### config.mk
export PLATFORM = sky130hd
export DESIGN_NAME = alignment_identity_scorer_core_flat
export DESIGN_NICKNAME = d
export VERILOG_FILES = /design/src/sv/ais_pkg.sv /design/src/sv/ais_if.sv /design/src/sv/ais_div.sv /design/src/sv/alignment_identity_scorer_core.sv /design/src/flat_wrapper.sv
export SDC_FILE = /design/constraint.sdc
export NUM_CORES = 2
export LEC_CHECK = 0
export BUFFER_PORTS_ARGS = -buffer_cell sky130_fd_sc_hd__clkbuf_2
export CAP_MARGIN = 40
export CORE_MARGIN = 2
export CORE_UTILIZATION = 60
export CTS_CLUSTER_SIZE = 28
export DETAILED_ROUTE_END_ITERATION = 7
export GPL_TIMING_DRIVEN = 0
export PLACE_DENSITY_LB_ADDON = 0.15
export SYNTH_ARGS = -nofsm -noshare
export SYNTH_HDL_FRONTEND = slang
export SYNTH_SLANG_ARGS = --single-unit
### constraint.sdc
create_clock -name i_clk -period 11.1 [get_ports i_clk]
set_clock_uncertainty 0.05 [all_clocks]
set_input_delay 1.11 -clock i_clk [delete_from_list [all_inputs] [get_ports i_clk]]
set_output_delay 1.11 -clock i_clk [all_outputs]
set_load 0.005 [all_outputs]
### src/sv/ais_pkg.sv
// Shared widths, command codes, divider handshake types and character helpers
// for the alignment identity scorer. No dependencies.
package ais_pkg;

    localparam int FIELD_W        = 32;
    localparam int CHAR_W         = 8;
    localparam int CMD_W          = 2;
    localparam int ID_W           = 8;
    localparam int COV_W          = 7;
    localparam int CNT_W          = 32;
    localparam int TOT_W          = 40;
    localparam int PROD_W         = 48;
    localparam int DIV_NUM_W      = 50;
    localparam int DIV_DEN_W      = TOT_W + 1;
    localparam int COORD_BITS_DEF = 32;

    localparam int MUL_ID_LEN  = 100;
    localparam int MUL_ID_EDIT = 200;
    localparam int MUL_COV     = 200;
    localparam int PCT_FULL    = 100;
    localparam int PCT_CAP     = 99;

    localparam logic [CMD_W-1:0] CMD_COLUMN = 2'd0;
    localparam logic [CMD_W-1:0] CMD_EXON   = 2'd1;
    localparam logic [CMD_W-1:0] CMD_RECORD = 2'd2;
    localparam logic [CMD_W-1:0] CMD_NONE   = 2'd3;

    localparam logic [CHAR_W-1:0] CH_N_UP  = 8'h4E;
    localparam logic [CHAR_W-1:0] CH_N_LO  = 8'h6E;
    localparam logic [CHAR_W-1:0] CH_GAP   = 8'h2D;
    localparam logic [CHAR_W-1:0] CH_A_UP  = 8'h41;
    localparam logic [CHAR_W-1:0] CH_Z_UP  = 8'h5A;
    localparam logic [CHAR_W-1:0] CH_A_LO  = 8'h61;
    localparam logic [CHAR_W-1:0] CH_Z_LO  = 8'h7A;
    localparam logic [CHAR_W-1:0] CASE_BIT = 8'h20;

    typedef struct packed {
        logic                 start;
        logic [DIV_NUM_W-1:0] num;
        logic [DIV_DEN_W-1:0] den;
    } t_div_req;

    typedef struct packed {
        logic                 busy;
        logic                 done;
        logic [DIV_NUM_W-1:0] quo;
    } t_div_rsp;

    function automatic logic [CHAR_W-1:0] f_upper(input logic [CHAR_W-1:0] c);
        return (c >= CH_A_LO && c <= CH_Z_LO) ? (c - CASE_BIT) : c;
    endfunction

    function automatic logic [CHAR_W-1:0] f_lower(input logic [CHAR_W-1:0] c);
        return (c >= CH_A_UP && c <= CH_Z_UP) ? (c + CASE_BIT) : c;
    endfunction

    // base set as a 4-bit mask: A=1 C=2 G=4 T/U=8, zero for N and for non-IUPAC characters
    function automatic logic [3:0] f_iupac(input logic [CHAR_W-1:0] c);
        logic [3:0] bits;
        case (f_upper(c))
            8'h41:        bits = 4'd1;   // A
            8'h43:        bits = 4'd2;   // C
            8'h47:        bits = 4'd4;   // G
            8'h54, 8'h55: bits = 4'd8;   // T U
            8'h52:        bits = 4'd5;   // R
            8'h59:        bits = 4'd10;  // Y
            8'h53:        bits = 4'd6;   // S
            8'h57:        bits = 4'd9;   // W
            8'h4B:        bits = 4'd12;  // K
            8'h4D:        bits = 4'd3;   // M
            8'h42:        bits = 4'd14;  // B
            8'h44:        bits = 4'd13;  // D
            8'h48:        bits = 4'd11;  // H
            8'h56:        bits = 4'd7;   // V
            default:      bits = 4'd0;
        endcase
        return bits;
    endfunction

    function automatic logic [CNT_W-1:0] f_sat32(input logic [TOT_W-1:0] v);
        return (v[TOT_W-1:CNT_W] != '0) ? {CNT_W{1'b1}} : v[CNT_W-1:0];
    endfunction

endpackage

### src/sv/ais_if.sv
// Command and result channel interfaces (valid/ready plus payload).
// Depends on ais_pkg for field widths.
interface ais_cmd_if;
    import ais_pkg::*;
    logic                 valid;
    logic                 ready;
    logic [CMD_W-1:0]     command;
    logic [CHAR_W-1:0]    est_char;
    logic [CHAR_W-1:0]    gen_char;
    logic [FIELD_W-1:0]   gen_start;
    logic [FIELD_W-1:0]   gen_end;
    logic [FIELD_W-1:0]   query_start;
    logic [FIELD_W-1:0]   query_end;
    logic [FIELD_W-1:0]   query_length;
    logic [FIELD_W-1:0]   poly_a_length;
    logic [FIELD_W-1:0]   poly_t_length;

    modport source (
        output valid, command, est_char, gen_char, gen_start, gen_end,
               query_start, query_end, query_length, poly_a_length, poly_t_length,
        input  ready
    );
    modport sink (
        input  valid, command, est_char, gen_char, gen_start, gen_end,
               query_start, query_end, query_length, poly_a_length, poly_t_length,
        output ready
    );
endinterface

interface ais_res_if;
    import ais_pkg::*;
    logic                    valid;
    logic                    ready;
    logic [CMD_W-1:0]        result_kind;
    logic [CHAR_W-1:0]       est_out;
    logic [CHAR_W-1:0]       gen_out;
    logic [CNT_W-1:0]        match_count;
    logic [CNT_W-1:0]        both_n_count;
    logic signed [ID_W-1:0]  identity_percent;
    logic [CNT_W-1:0]        covered_count;
    logic [COV_W-1:0]        coverage_percent;

    modport source (
        output valid, result_kind, est_out, gen_out, match_count, both_n_count,
               identity_percent, covered_count, coverage_percent,
        input  ready
    );
    modport sink (
        input  valid, result_kind, est_out, gen_out, match_count, both_n_count,
               identity_percent, covered_count, coverage_percent,
        output ready
    );
endinterface

### src/sv/ais_div.sv
// Restoring unsigned divider, one quotient bit per cycle.
// Depends on ais_pkg (t_div_req / t_div_rsp, widths).
module ais_div (
    input  logic              i_clk,
    input  logic              i_rst_n,
    input  ais_pkg::t_div_req i_req,
    output ais_pkg::t_div_rsp o_rsp
);
    import ais_pkg::*;

    localparam int CNT_BITS = $clog2(DIV_NUM_W);

    logic                 r_busy, n_busy;
    logic                 r_done, n_done;
    logic [CNT_BITS-1:0]  r_cnt, n_cnt;
    logic [DIV_DEN_W-1:0] r_rem, n_rem;
    logic [DIV_NUM_W-1:0] r_q, n_q;
    logic [DIV_DEN_W-1:0] r_den, n_den;

    logic [DIV_DEN_W:0]   w_shift;
    logic [DIV_DEN_W:0]   w_diff;
    logic                 w_ge;

    // dividend bits leave r_q at the top while quotient bits enter at the bottom
    assign w_shift = {r_rem, r_q[DIV_NUM_W-1]};
    assign w_diff  = w_shift - {1'b0, r_den};
    assign w_ge    = (w_shift >= {1'b0, r_den});

    always_comb begin
        n_busy = r_busy;
        n_done = 1'b0;
        n_cnt  = r_cnt;
        n_rem  = r_rem;
        n_q    = r_q;
        n_den  = r_den;
        if (i_req.start) begin
            n_busy = 1'b1;
            n_cnt  = '0;
            n_rem  = '0;
            n_q    = i_req.num;
            n_den  = i_req.den;
        end else if (r_busy) begin
            n_rem = w_ge ? w_diff[DIV_DEN_W-1:0] : w_shift[DIV_DEN_W-1:0];
            n_q   = {r_q[DIV_NUM_W-2:0], w_ge};
            n_cnt = r_cnt + CNT_BITS'(1);
            if (r_cnt == CNT_BITS'(DIV_NUM_W - 1)) begin
                n_busy = 1'b0;
                n_done = 1'b1;
            end
        end
    end

    always_ff @(posedge i_clk) begin
        if (!i_rst_n) begin
            r_busy <= 1'b0;
            r_done <= 1'b0;
        end else begin
            r_busy <= n_busy;
            r_done <= n_done;
        end
    end

    always_ff @(posedge i_clk) begin
        r_cnt <= n_cnt;
        r_rem <= n_rem;
        r_q   <= n_q;
        r_den <= n_den;
    end

    assign o_rsp.busy = r_busy;
    assign o_rsp.done = r_done;
    assign o_rsp.quo  = r_q;

endmodule

### src/sv/alignment_identity_scorer_core.sv
// Alignment identity scorer. A column-pair beat is classified on acceptance and answered
// in the next cycle whenever the result register is free. Exon-end and record-end beats
// are sequenced around the shared 50-step restoring divider (a pass for identity,
// a second for coverage on record end, each skipped when a special case settles
// the result), with sequencer steps for spans, constant scaling and sign handling
// around it. The command channel is held off while an end beat is in progress. One
// result beat per command 0, 1 or 2; command 3 is consumed silently.
module alignment_identity_scorer_core #(
    parameter int COORD_BITS = ais_pkg::COORD_BITS_DEF
) (
    input  logic      i_clk,
    input  logic      i_rst_n,
    ais_cmd_if.sink   i_cmd,
    ais_res_if.source o_res
);
    import ais_pkg::*;

    localparam int CW     = (COORD_BITS < FIELD_W) ? COORD_BITS : FIELD_W;
    localparam int SPAN_W = CW + 1;

    localparam logic [3:0] S_IDLE     = 4'd0;
    localparam logic [3:0] S_SPAN     = 4'd1;
    localparam logic [3:0] S_LEN      = 4'd2;
    localparam logic [3:0] S_ID_MUL   = 4'd3;
    localparam logic [3:0] S_ID_SUB   = 4'd4;
    localparam logic [3:0] S_ID_LD    = 4'd5;
    localparam logic [3:0] S_ID_WAIT  = 4'd6;
    localparam logic [3:0] S_COV_D1   = 4'd7;
    localparam logic [3:0] S_COV_D2   = 4'd8;
    localparam logic [3:0] S_COV_CHK  = 4'd9;
    localparam logic [3:0] S_COV_LD   = 4'd10;
    localparam logic [3:0] S_COV_WAIT = 4'd11;
    localparam logic [3:0] S_FIN      = 4'd12;

    // control and model state
    logic [3:0]        r_state, n_state;
    logic [CNT_W-1:0]  r_exon_edits, n_exon_edits;
    logic [CNT_W-1:0]  r_exon_matches, n_exon_matches;
    logic [CNT_W-1:0]  r_exon_both_n, n_exon_both_n;
    logic [TOT_W-1:0]  r_tot_edits, n_tot_edits;
    logic [TOT_W-1:0]  r_tot_matches, n_tot_matches;
    logic [TOT_W-1:0]  r_tot_both_n, n_tot_both_n;
    logic [TOT_W-1:0]  r_tot_len, n_tot_len;
    logic [TOT_W-1:0]  r_tot_cov, n_tot_cov;
    logic              r_o_valid, n_o_valid;

    // working registers
    logic [CMD_W-1:0]  r_cmd, n_cmd;
    logic [CW-1:0]     r_c0, n_c0;
    logic [CW-1:0]     r_c1, n_c1;
    logic [CW-1:0]     r_c2, n_c2;
    logic [CW-1:0]     r_c3, n_c3;
    logic [SPAN_W-1:0] r_gs, n_gs;
    logic [SPAN_W-1:0] r_qs, n_qs;
    logic [TOT_W-1:0]  r_l, n_l;
    logic [TOT_W-1:0]  r_e, n_e;
    logic [PROD_W-1:0] r_a, n_a;
    logic [PROD_W-1:0] r_b, n_b;
    logic [PROD_W-1:0] r_mag, n_mag;
    logic              r_neg, n_neg;
    logic [CW-1:0]     r_d, n_d;
    logic [ID_W-1:0]   r_id, n_id;
    logic [COV_W-1:0]  r_cov, n_cov;

    // result register
    logic [CMD_W-1:0]  r_o_kind, n_o_kind;
    logic [CHAR_W-1:0] r_o_est, n_o_est;
    logic [CHAR_W-1:0] r_o_gen, n_o_gen;
    logic [CNT_W-1:0]  r_o_match, n_o_match;
    logic [CNT_W-1:0]  r_o_both_n, n_o_both_n;
    logic [ID_W-1:0]   r_o_id, n_o_id;
    logic [CNT_W-1:0]  r_o_cov_cnt, n_o_cov_cnt;
    logic [COV_W-1:0]  r_o_cov_pct, n_o_cov_pct;

    t_div_req w_div_req;
    t_div_rsp w_div_rsp;

    logic w_o_free;
    logic w_accept;
    logic w_e_n, w_g_n, w_match;
    logic [3:0] w_after_id;

    ais_div u_div (
        .i_clk   (i_clk),
        .i_rst_n (i_rst_n),
        .i_req   (w_div_req),
        .o_rsp   (w_div_rsp)
    );

    assign w_o_free    = !r_o_valid || o_res.ready;
    assign i_cmd.ready = (r_state == S_IDLE) && w_o_free;
    assign w_accept    = i_cmd.valid && i_cmd.ready;
    assign w_after_id  = (r_cmd == CMD_RECORD) ? S_COV_D1 : S_FIN;

    // column classification straight off the channel
    assign w_e_n   = (i_cmd.est_char == CH_N_UP) || (i_cmd.est_char == CH_N_LO);
    assign w_g_n   = (i_cmd.gen_char == CH_N_UP) || (i_cmd.gen_char == CH_N_LO);
    assign w_match = (i_cmd.est_char != CH_GAP) && (i_cmd.gen_char != CH_GAP)
                     && !w_e_n && !w_g_n
                     && ((f_iupac(i_cmd.est_char) & f_iupac(i_cmd.gen_char)) != 4'd0);

    always_comb begin
        w_div_req.start = (r_state == S_ID_LD) || (r_state == S_COV_LD);
        if (r_state == S_COV_LD) begin
            w_div_req.num = DIV_NUM_W'(r_a) + DIV_NUM_W'(r_d);
            w_div_req.den = DIV_DEN_W'({r_d, 1'b0});
        end else begin
            w_div_req.num = DIV_NUM_W'({r_mag, 1'b0}) + DIV_NUM_W'(r_l);
            w_div_req.den = DIV_DEN_W'({r_l, 1'b0});
        end
    end

    always_comb begin
        n_state        = r_state;
        n_exon_edits   = r_exon_edits;
        n_exon_matches = r_exon_matches;
        n_exon_both_n  = r_exon_both_n;
        n_tot_edits    = r_tot_edits;
        n_tot_matches  = r_tot_matches;
        n_tot_both_n   = r_tot_both_n;
        n_tot_len      = r_tot_len;
        n_tot_cov      = r_tot_cov;
        n_o_valid      = r_o_valid && !o_res.ready;
        n_cmd          = r_cmd;
        n_c0           = r_c0;
        n_c1           = r_c1;
        n_c2           = r_c2;
        n_c3           = r_c3;
        n_gs           = r_gs;
        n_qs           = r_qs;
        n_l            = r_l;
        n_e            = r_e;
        n_a            = r_a;
        n_b            = r_b;
        n_mag          = r_mag;
        n_neg          = r_neg;
        n_d            = r_d;
        n_id           = r_id;
        n_cov          = r_cov;
        n_o_kind       = r_o_kind;
        n_o_est        = r_o_est;
        n_o_gen        = r_o_gen;
        n_o_match      = r_o_match;
        n_o_both_n     = r_o_both_n;
        n_o_id         = r_o_id;
        n_o_cov_cnt    = r_o_cov_cnt;
        n_o_cov_pct    = r_o_cov_pct;

        unique case (r_state)
            S_IDLE: begin
                if (w_accept) begin
                    n_cmd = i_cmd.command;
                    unique case (i_cmd.command)
                        CMD_COLUMN: begin
                            if (w_match) begin
                                if (r_exon_matches != '1) n_exon_matches = r_exon_matches + 1'b1;
                            end else if (w_e_n && w_g_n && (i_cmd.est_char != CH_GAP)
                                         && (i_cmd.gen_char != CH_GAP)) begin
                                // N on both sides (a gap already ruled out)
                                if (r_exon_both_n != '1) n_exon_both_n = r_exon_both_n + 1'b1;
                            end else begin
                                if (r_exon_edits != '1) n_exon_edits = r_exon_edits + 1'b1;
                            end
                            n_o_valid   = 1'b1;
                            n_o_kind    = CMD_COLUMN;
                            n_o_est     = w_match ? f_lower(i_cmd.est_char)
                                                  : f_upper(i_cmd.est_char);
                            n_o_gen     = w_match ? f_lower(i_cmd.gen_char)
                                                  : f_upper(i_cmd.gen_char);
                            n_o_match   = '0;
                            n_o_both_n  = '0;
                            n_o_id      = '0;
                            n_o_cov_cnt = '0;
                            n_o_cov_pct = '0;
                        end
                        CMD_EXON: begin
                            n_c0    = i_cmd.gen_start[CW-1:0];
                            n_c1    = i_cmd.gen_end[CW-1:0];
                            n_c2    = i_cmd.query_start[CW-1:0];
                            n_c3    = i_cmd.query_end[CW-1:0];
                            n_state = S_SPAN;
                        end
                        CMD_RECORD: begin
                            n_c0    = i_cmd.query_length[CW-1:0];
                            n_c1    = i_cmd.poly_a_length[CW-1:0];
                            n_c2    = i_cmd.poly_t_length[CW-1:0];
                            n_l     = r_tot_len;
                            n_e     = r_tot_edits;
                            n_state = S_ID_MUL;
                        end
                        CMD_NONE: begin
                            n_state = S_IDLE;
                        end
                        default: begin
                            n_state = S_IDLE;
                        end
                    endcase
                end
            end
            S_SPAN: begin
                n_gs = (r_c1 >= r_c0) ? ({1'b0, r_c1} - {1'b0, r_c0} + SPAN_W'(1)) : '0;
                n_qs = (r_c3 >= r_c2) ? ({1'b0, r_c3} - {1'b0, r_c2} + SPAN_W'(1)) : '0;
                n_state = S_LEN;
            end
            S_LEN: begin
                n_l     = TOT_W'(r_gs) + TOT_W'(r_qs) + TOT_W'(r_exon_edits);
                n_e     = TOT_W'(r_exon_edits);
                n_state = S_ID_MUL;
            end
            S_ID_MUL: begin
                if (r_l == '0) begin
                    n_id    = '0;
                    n_state = w_after_id;
                end else if (r_e == '0) begin
                    n_id    = ID_W'(PCT_FULL);
                    n_state = w_after_id;
                end else begin
                    n_a     = PROD_W'(r_l) * PROD_W'(MUL_ID_LEN);
                    n_b     = PROD_W'(r_e) * PROD_W'(MUL_ID_EDIT);
                    n_state = S_ID_SUB;
                end
            end
            S_ID_SUB: begin
                n_neg   = (r_a < r_b);
                n_mag   = (r_a < r_b) ? (r_b - r_a) : (r_a - r_b);
                n_state = S_ID_LD;
            end
            S_ID_LD: begin
                n_state = S_ID_WAIT;
            end
            S_ID_WAIT: begin
                if (w_div_rsp.done) begin
                    if (!r_neg) begin
                        n_id = (w_div_rsp.quo >= DIV_NUM_W'(PCT_FULL))
                               ? ID_W'(PCT_CAP) : ID_W'(w_div_rsp.quo);
                    end else begin
                        n_id = (w_div_rsp.quo > DIV_NUM_W'(PCT_FULL))
                               ? (ID_W'(0) - ID_W'(PCT_FULL))
                               : (ID_W'(0) - ID_W'(w_div_rsp.quo));
                    end
                    n_state = w_after_id;
                end
            end
            S_COV_D1: begin
                // query length less poly-A, floored at zero
                n_d     = (r_c0 > r_c1) ? (r_c0 - r_c1) : '0;
                n_state = S_COV_D2;
            end
            S_COV_D2: begin
                n_d     = (r_d > r_c2) ? (r_d - r_c2) : '0;
                n_state = S_COV_CHK;
            end
            S_COV_CHK: begin
                if (r_tot_cov == TOT_W'(r_d)) begin
                    n_cov   = COV_W'(PCT_FULL);
                    n_state = S_FIN;
                end else if (r_d == '0) begin
                    n_cov   = COV_W'(PCT_CAP);
                    n_state = S_FIN;
                end else begin
                    n_a     = PROD_W'(r_tot_cov) * PROD_W'(MUL_COV);
                    n_state = S_COV_LD;
                end
            end
            S_COV_LD: begin
                n_state = S_COV_WAIT;
            end
            S_COV_WAIT: begin
                if (w_div_rsp.done) begin
                    n_cov   = (w_div_rsp.quo < DIV_NUM_W'(PCT_FULL))
                              ? COV_W'(w_div_rsp.quo) : COV_W'(PCT_CAP);
                    n_state = S_FIN;
                end
            end
            S_FIN: begin
                if (w_o_free) begin
                    n_o_valid = 1'b1;
                    n_o_kind  = r_cmd;
                    n_o_est   = '0;
                    n_o_gen   = '0;
                    n_o_id    = r_id;
                    if (r_cmd == CMD_RECORD) begin
                        n_o_match     = f_sat32(r_tot_matches);
                        n_o_both_n    = f_sat32(r_tot_both_n);
                        n_o_cov_cnt   = f_sat32(r_tot_cov);
                        n_o_cov_pct   = r_cov;
                        n_tot_edits   = '0;
                        n_tot_matches = '0;
                        n_tot_both_n  = '0;
                        n_tot_len     = '0;
                        n_tot_cov     = '0;
                    end else begin
                        n_o_match     = r_exon_matches;
                        n_o_both_n    = r_exon_both_n;
                        n_o_cov_cnt   = '0;
                        n_o_cov_pct   = '0;
                        n_tot_edits   = r_tot_edits + TOT_W'(r_exon_edits);
                        n_tot_matches = r_tot_matches + TOT_W'(r_exon_matches);
                        n_tot_both_n  = r_tot_both_n + TOT_W'(r_exon_both_n);
                        n_tot_len     = r_tot_len + r_l;
                        n_tot_cov     = r_tot_cov + TOT_W'(r_qs);
                    end
                    n_exon_edits   = '0;
                    n_exon_matches = '0;
                    n_exon_both_n  = '0;
                    n_state        = S_IDLE;
                end
            end
            default: begin
                n_state = S_IDLE;
            end
        endcase
    end

    always_ff @(posedge i_clk) begin
        if (!i_rst_n) begin
            r_state        <= S_IDLE;
            r_exon_edits   <= '0;
            r_exon_matches <= '0;
            r_exon_both_n  <= '0;
            r_tot_edits    <= '0;
            r_tot_matches  <= '0;
            r_tot_both_n   <= '0;
            r_tot_len      <= '0;
            r_tot_cov      <= '0;
            r_o_valid      <= 1'b0;
        end else begin
            r_state        <= n_state;
            r_exon_edits   <= n_exon_edits;
            r_exon_matches <= n_exon_matches;
            r_exon_both_n  <= n_exon_both_n;
            r_tot_edits    <= n_tot_edits;
            r_tot_matches  <= n_tot_matches;
            r_tot_both_n   <= n_tot_both_n;
            r_tot_len      <= n_tot_len;
            r_tot_cov      <= n_tot_cov;
            r_o_valid      <= n_o_valid;
        end
    end

    always_ff @(posedge i_clk) begin
        r_cmd       <= n_cmd;
        r_c0        <= n_c0;
        r_c1        <= n_c1;
        r_c2        <= n_c2;
        r_c3        <= n_c3;
        r_gs        <= n_gs;
        r_qs        <= n_qs;
        r_l         <= n_l;
        r_e         <= n_e;
        r_a         <= n_a;
        r_b         <= n_b;
        r_mag       <= n_mag;
        r_neg       <= n_neg;
        r_d         <= n_d;
        r_id        <= n_id;
        r_cov       <= n_cov;
        r_o_kind    <= n_o_kind;
        r_o_est     <= n_o_est;
        r_o_gen     <= n_o_gen;
        r_o_match   <= n_o_match;
        r_o_both_n  <= n_o_both_n;
        r_o_id      <= n_o_id;
        r_o_cov_cnt <= n_o_cov_cnt;
        r_o_cov_pct <= n_o_cov_pct;
    end

    assign o_res.valid            = r_o_valid;
    assign o_res.result_kind      = r_o_kind;
    assign o_res.est_out          = r_o_est;
    assign o_res.gen_out          = r_o_gen;
    assign o_res.match_count      = r_o_match;
    assign o_res.both_n_count     = r_o_both_n;
    assign o_res.identity_percent = r_o_id;
    assign o_res.covered_count    = r_o_cov_cnt;
    assign o_res.coverage_percent = r_o_cov_pct;

    a_div_start_idle: assert property (@(posedge i_clk) disable iff (!i_rst_n)
        w_div_req.start |-> !w_div_rsp.busy)
        else $error("divider started while busy");

    a_div_done_wait: assert property (@(posedge i_clk) disable iff (!i_rst_n)
        w_div_rsp.done |-> (r_state == S_ID_WAIT || r_state == S_COV_WAIT))
        else $error("divider result arrived outside a wait step");

    a_id_range: assert property (@(posedge i_clk) disable iff (!i_rst_n)
        o_res.valid |-> ($signed(o_res.identity_percent) >= -8'sd100
                         && $signed(o_res.identity_percent) <= 8'sd100))
        else $error("identity out of range");

    a_exon_clear: assert property (@(posedge i_clk) disable iff (!i_rst_n)
        (r_state == S_FIN && w_o_free) |=>
            (r_exon_edits == '0 && r_exon_matches == '0 && r_exon_both_n == '0))
        else $error("exon counters not cleared after end beat");

endmodule
### src/flat_wrapper.sv
// flat-port wrapper written by rule: the top's interface ports become plain ports
module alignment_identity_scorer_core_flat import ais_pkg::*;
#(
    parameter int COORD_BITS = ais_pkg::COORD_BITS_DEF
)
  (i_clk, i_rst_n, i_cmd_valid, i_cmd_command, i_cmd_est_char, i_cmd_gen_char, i_cmd_gen_start, i_cmd_gen_end, i_cmd_query_start, i_cmd_query_end, i_cmd_query_length, i_cmd_poly_a_length, i_cmd_poly_t_length, i_cmd_ready, o_res_valid, o_res_result_kind, o_res_est_out, o_res_gen_out, o_res_match_count, o_res_both_n_count, o_res_identity_percent, o_res_covered_count, o_res_coverage_percent, o_res_ready);
  ais_cmd_if i_cmd_i ();
  ais_res_if o_res_i ();
  input  logic i_clk;
  input  logic i_rst_n;
  input wire logic [$bits(i_cmd_i.valid)-1:0] i_cmd_valid;
  input wire logic [$bits(i_cmd_i.command)-1:0] i_cmd_command;
  input wire logic [$bits(i_cmd_i.est_char)-1:0] i_cmd_est_char;
  input wire logic [$bits(i_cmd_i.gen_char)-1:0] i_cmd_gen_char;
  input wire logic [$bits(i_cmd_i.gen_start)-1:0] i_cmd_gen_start;
  input wire logic [$bits(i_cmd_i.gen_end)-1:0] i_cmd_gen_end;
  input wire logic [$bits(i_cmd_i.query_start)-1:0] i_cmd_query_start;
  input wire logic [$bits(i_cmd_i.query_end)-1:0] i_cmd_query_end;
  input wire logic [$bits(i_cmd_i.query_length)-1:0] i_cmd_query_length;
  input wire logic [$bits(i_cmd_i.poly_a_length)-1:0] i_cmd_poly_a_length;
  input wire logic [$bits(i_cmd_i.poly_t_length)-1:0] i_cmd_poly_t_length;
  output wire logic [$bits(i_cmd_i.ready)-1:0] i_cmd_ready;
  output wire logic [$bits(o_res_i.valid)-1:0] o_res_valid;
  output wire logic [$bits(o_res_i.result_kind)-1:0] o_res_result_kind;
  output wire logic [$bits(o_res_i.est_out)-1:0] o_res_est_out;
  output wire logic [$bits(o_res_i.gen_out)-1:0] o_res_gen_out;
  output wire logic [$bits(o_res_i.match_count)-1:0] o_res_match_count;
  output wire logic [$bits(o_res_i.both_n_count)-1:0] o_res_both_n_count;
  output wire logic [$bits(o_res_i.identity_percent)-1:0] o_res_identity_percent;
  output wire logic [$bits(o_res_i.covered_count)-1:0] o_res_covered_count;
  output wire logic [$bits(o_res_i.coverage_percent)-1:0] o_res_coverage_percent;
  input wire logic [$bits(o_res_i.ready)-1:0] o_res_ready;
  assign i_cmd_i.valid = i_cmd_valid;
  assign i_cmd_i.command = i_cmd_command;
  assign i_cmd_i.est_char = i_cmd_est_char;
  assign i_cmd_i.gen_char = i_cmd_gen_char;
  assign i_cmd_i.gen_start = i_cmd_gen_start;
  assign i_cmd_i.gen_end = i_cmd_gen_end;
  assign i_cmd_i.query_start = i_cmd_query_start;
  assign i_cmd_i.query_end = i_cmd_query_end;
  assign i_cmd_i.query_length = i_cmd_query_length;
  assign i_cmd_i.poly_a_length = i_cmd_poly_a_length;
  assign i_cmd_i.poly_t_length = i_cmd_poly_t_length;
  assign i_cmd_ready = i_cmd_i.ready;
  assign o_res_valid = o_res_i.valid;
  assign o_res_result_kind = o_res_i.result_kind;
  assign o_res_est_out = o_res_i.est_out;
  assign o_res_gen_out = o_res_i.gen_out;
  assign o_res_match_count = o_res_i.match_count;
  assign o_res_both_n_count = o_res_i.both_n_count;
  assign o_res_identity_percent = o_res_i.identity_percent;
  assign o_res_covered_count = o_res_i.covered_count;
  assign o_res_coverage_percent = o_res_i.coverage_percent;
  assign o_res_i.ready = o_res_ready;
  alignment_identity_scorer_core #(.COORD_BITS(COORD_BITS)) u_core (.i_clk(i_clk), .i_rst_n(i_rst_n), .i_cmd(i_cmd_i), .o_res(o_res_i));
endmodule
==> summary.txt <==
Routing
  • DR pass1 iterations: 7
  • WL final: just under 300000 um
  • Remaining DRCs: 0
  • 1st-iter DRT viols: 8639
  • DR vias: 76750
  • Routed Antenna Nets: 0
  • Vias per inst: 6.332
  • Wire length per cell: 24.53 um

Final layout
  • Final instance area: ~95000 um^2
  • Syn-to-layout area delta: 10.76%
  • Multi-input logic area: 53190 um^2
  • Filler Cells Inserted: ~12000
  • Share of layout cells above drive strength 1: 9.564%
  • FF+latch area: 27430 um^2
  • Fin nets: 11560
  • Fin cells: 12120

STA
  • Tcrit/Tclk final: 53.75%
  • Final hold viol count: 0
  • Setup WS post-layout: 5.134 ns
  • Final critical-path required period: 5.966 ns
  • Actual slew at the worst max-slew pin: 1.012 ns
  • Fmax: 167.6 MHz
  • RSZ-0062 raised after global routing: false
  • Setup violators final: 0
  • Slew Viols, Final: 0
  • Worst slew margin: around a third

Yosys
  • Syn nets: 10990
  • Asr flop ratio synth: 0%
  • Yosys warns: 0
  • Most area-hungry cell type in the Yosys netlist: edfxtp_1
  • Post-synth EDFFs: 680
  • Post-synth top flop: edfxtp_1
  • Main area contributors after synthesis: edfxtp_1 24%, ha_1 15%, dfxtp_1 8.2%
  • Synth cell count leaders: 1053 x ha_1, 936 x inv_1, 802 x a21oi_1
  • Netlist Area Pre-Place: between 80000 and 90000 um^2
  • Syn Inst Count: 9556
  • Synth Register Bits: between 1000 and 1500
  • Most frequent cell after synthesis: ha_1
  • Netlist cell types: roughly 110
  • Syn avg cell area: 8.931 um^2
  • Sequential element share of the synthesized area: between 30 and 40%
  • Area share of the largest cell type after synthesis: about a quarter

Status
  • Run status: completed

Power and ir drop
  • Seq pwr share: 38.4%
  • Switching fraction of total power: 33.02%
  • Pwr Density: 124.1 nW/um^2
  • Combinational Power Share: 27.8%
  • Internal: 7.854 mW
  • Clock power share: between 30% and 40%
  • NetSw: approximately 3.9 mW
  • Maximum vdd drop: 0.1405 mV
  • Total Power: 11.73 mW
  • Leak pwr: 42.54 nW

CTS
  • CTS Hold Bufs: 0
  • Total CTS buffers: 112
  • Worst skew pair latency: between 0.7 and 0.8 ns
  • TritonCTS clock tree: built
  • CTS Root Cell: clkbuf_16
  • Post-CTS Resized: 0
  • Clock Sinks: 1030
  • H-tree depth: 3
  • Clock Path Buffers: 3
  • Postcts setup bufs: 0
  • Reg clk slew, reported paths: 0.07 ns

Floorplan
  • Starting Density: 60.35%
  • Die Area: 145300 um^2
  • Ports: 377
  • Die X: 381.1 um
  • Die Height: 381.1 um
  • # rows: 138
  • Core area: 141400 um^2

Setup path
  • WP data required: 11.53 ns
  • Endpoint class of the critical path: flip-flop
  • Startpoint Class: flip-flop
  • Crit path DAT: between 6 and 7 ns
  • CP Max Fanout: 4
  • Critical path class: flip-flop to flip-flop

Place
  • Area after DPL: ~91000 um^2
  • Post-placement cell count: around 12000
  • Port buffer count: 373
  • RD Place Congestion: 1.036
  • Detail Placement HPWL: 240300 um
  • Post-Place Setup Slack: 5.252 ns

Global route
  • GR Util All Layers: 39.77%
  • Initial antenna violation count: 23
  • First-pass GRT wire length: 441100 um
  • Vias in the first global route: 73120
  • Grt ovf: 0
  • Largest net degree at the start of global routing: 70

Run
  • Max Cap Viol: 0

Hold path
  • Min-Delay Path Class: flip-flop to flip-flop
-- power by group through the flow --
stage	Clock (mW)	Sequential (mW)	Combinational (mW)
CTS	3.99	4.49	3.20
detailed placement	0	4.57	3.17
floorplan	0	4.50	2.31
finish	3.97	4.50	3.26
global placement	0	4.60	3.06
global route	4.12	4.50	3.59
-- path summary, 6_finish.rpt --
kind	from	end	slack, ns	depth (start not counted)
max reg2reg	u_core.r_qs[1]$_SDFFCE_PN0P_	u_core.r_l[33]$_DFFE_PP_	5.13	24
max	u_core.r_qs[1]$_SDFFCE_PN0P_	u_core.r_l[33]$_DFFE_PP_	5.13	24
min	u_core.r_tot_len[0]$_SDFFE_PN0P_	u_core.r_tot_len[0]$_SDFFE_PN0P_	0.43	2
min reg2reg	u_core.r_tot_len[0]$_SDFFE_PN0P_	u_core.r_tot_len[0]$_SDFFE_PN0P_	0.43	2
-- per-layer routing --
metal	track usage [%]	wire length, um
met1	51.09	116400
met2	61.79	129800
met3	7.217	28980
met4	25.38	22210
met5	0.1653	60
-- flip-flops by register name, summed over array words and instances (netlist names), 33 cells and up --
| register | count |
|---|---|
| u_core.r_b | 45 |
| u_core.u_div.r_q | 50 |
| u_core.r_mag | 46 |
| u_core.r_qs | 33 |
| u_core.u_div.r_rem | 41 |
| u_core.r_tot_edits | 40 |
| u_core.r_l | 40 |
| u_core.u_div.r_den | 40 |
| u_core.r_tot_cov | 40 |
| u_core.r_e | 40 |
| u_core.r_tot_matches | 40 |
| u_core.r_gs | 33 |
| u_core.r_tot_both_n | 40 |
| u_core.r_a | 46 |
| u_core.r_tot_len | 40 |
-- cell usage in the layout (no fill, tap or decap), types with 45 or more instances in the layout --
cell type and count:
fa_1 136, clkbuf_2 373, xnor2_1 345, a22oi_1 94
clkbuf_1 249, nor2_1 781, o211ai_1 45, a31oi_1 97
and2_1 82, nand2_1 690, a21oi_1 800, nand3_1 174
dfxtp_1 350, edfxtp_1 680, nor4_1 57, a21o_1 357
a211oi_1 83, o21bai_1 108, o21ai_0 571, nand4_1 97
nand2b_1 118, inv_1 936, o221a_2 74, nor3_1 114
o21a_1 101, nor2b_1 111, ha_1 1053, or3_1 74
clkbuf_16 114, buf_2 52, and3_1 79, xor2_1 298
mux2_2 98, o22ai_1 71
-- critical path, cell delays in order (launching register included) --
cell	delay [ns]
edfxtp_1	0.56
ha_1	0.38
a211oi_1	0.36
o21ai_0	0.21
nand4bb_1	0.18
a41oi_1	0.22
a21o_1	0.23
a21o_1	0.20
a21o_1	0.17
a21oi_1	0.21
o21bai_1	0.09
a21oi_1	0.19
xnor2_1	0.18
ha_1	0.31
nand2_1	0.09
o21ai_0	0.11
a21o_1	0.18
a21o_1	0.17
a21o_1	0.17
a31oi_1	0.30
o21ai_0	0.25
a211oi_1	0.30
nor2_1	0.08
xnor2_1	0.35
o21ai_0	0.14
-- metrics by stage --
step	util, %	TNS [ns]	hold WS (ns)
2_1_floorplan	-	0	0.3926
3_3_place_gp	63.34	-324.93	0.4058
3_5_place_dp	64.11	0	0.4198
4_1_cts	66.83	0	0.4320
5_1_grt	66.83	0	0.4482
6_report	66.84	0	0.4286
-- cell families after synthesis --
kind of cell,count (synthesis),share of synthesized area (%)
AND/OR/NAND/NOR,2549,14.30
XOR/XNOR,643,6.599
flip-flops,1030,32.14
AO/OA/AOI/OAI,2764,20.94
adder cells (fa/ha/maj),1190,18.64
multiplexers,137,1.765
buffers and inverters,1243,5.615
-- cell type report --
cell class / count / share of cell area, %
multi-input combinational: 7283 / 56.27
sequential: 1030 / 29.02
inverter: 939 / 3.731
clock buffer: 130 / 3.124
timing repair buffer: 457 / 3.047
tap: 1890 / 2.502
buffer: 304 / 1.340
clock inverter: 83 / 0.9517
antenna: 6 / 0.01588
No activity file was read; power rests on OpenSTA's default activity.
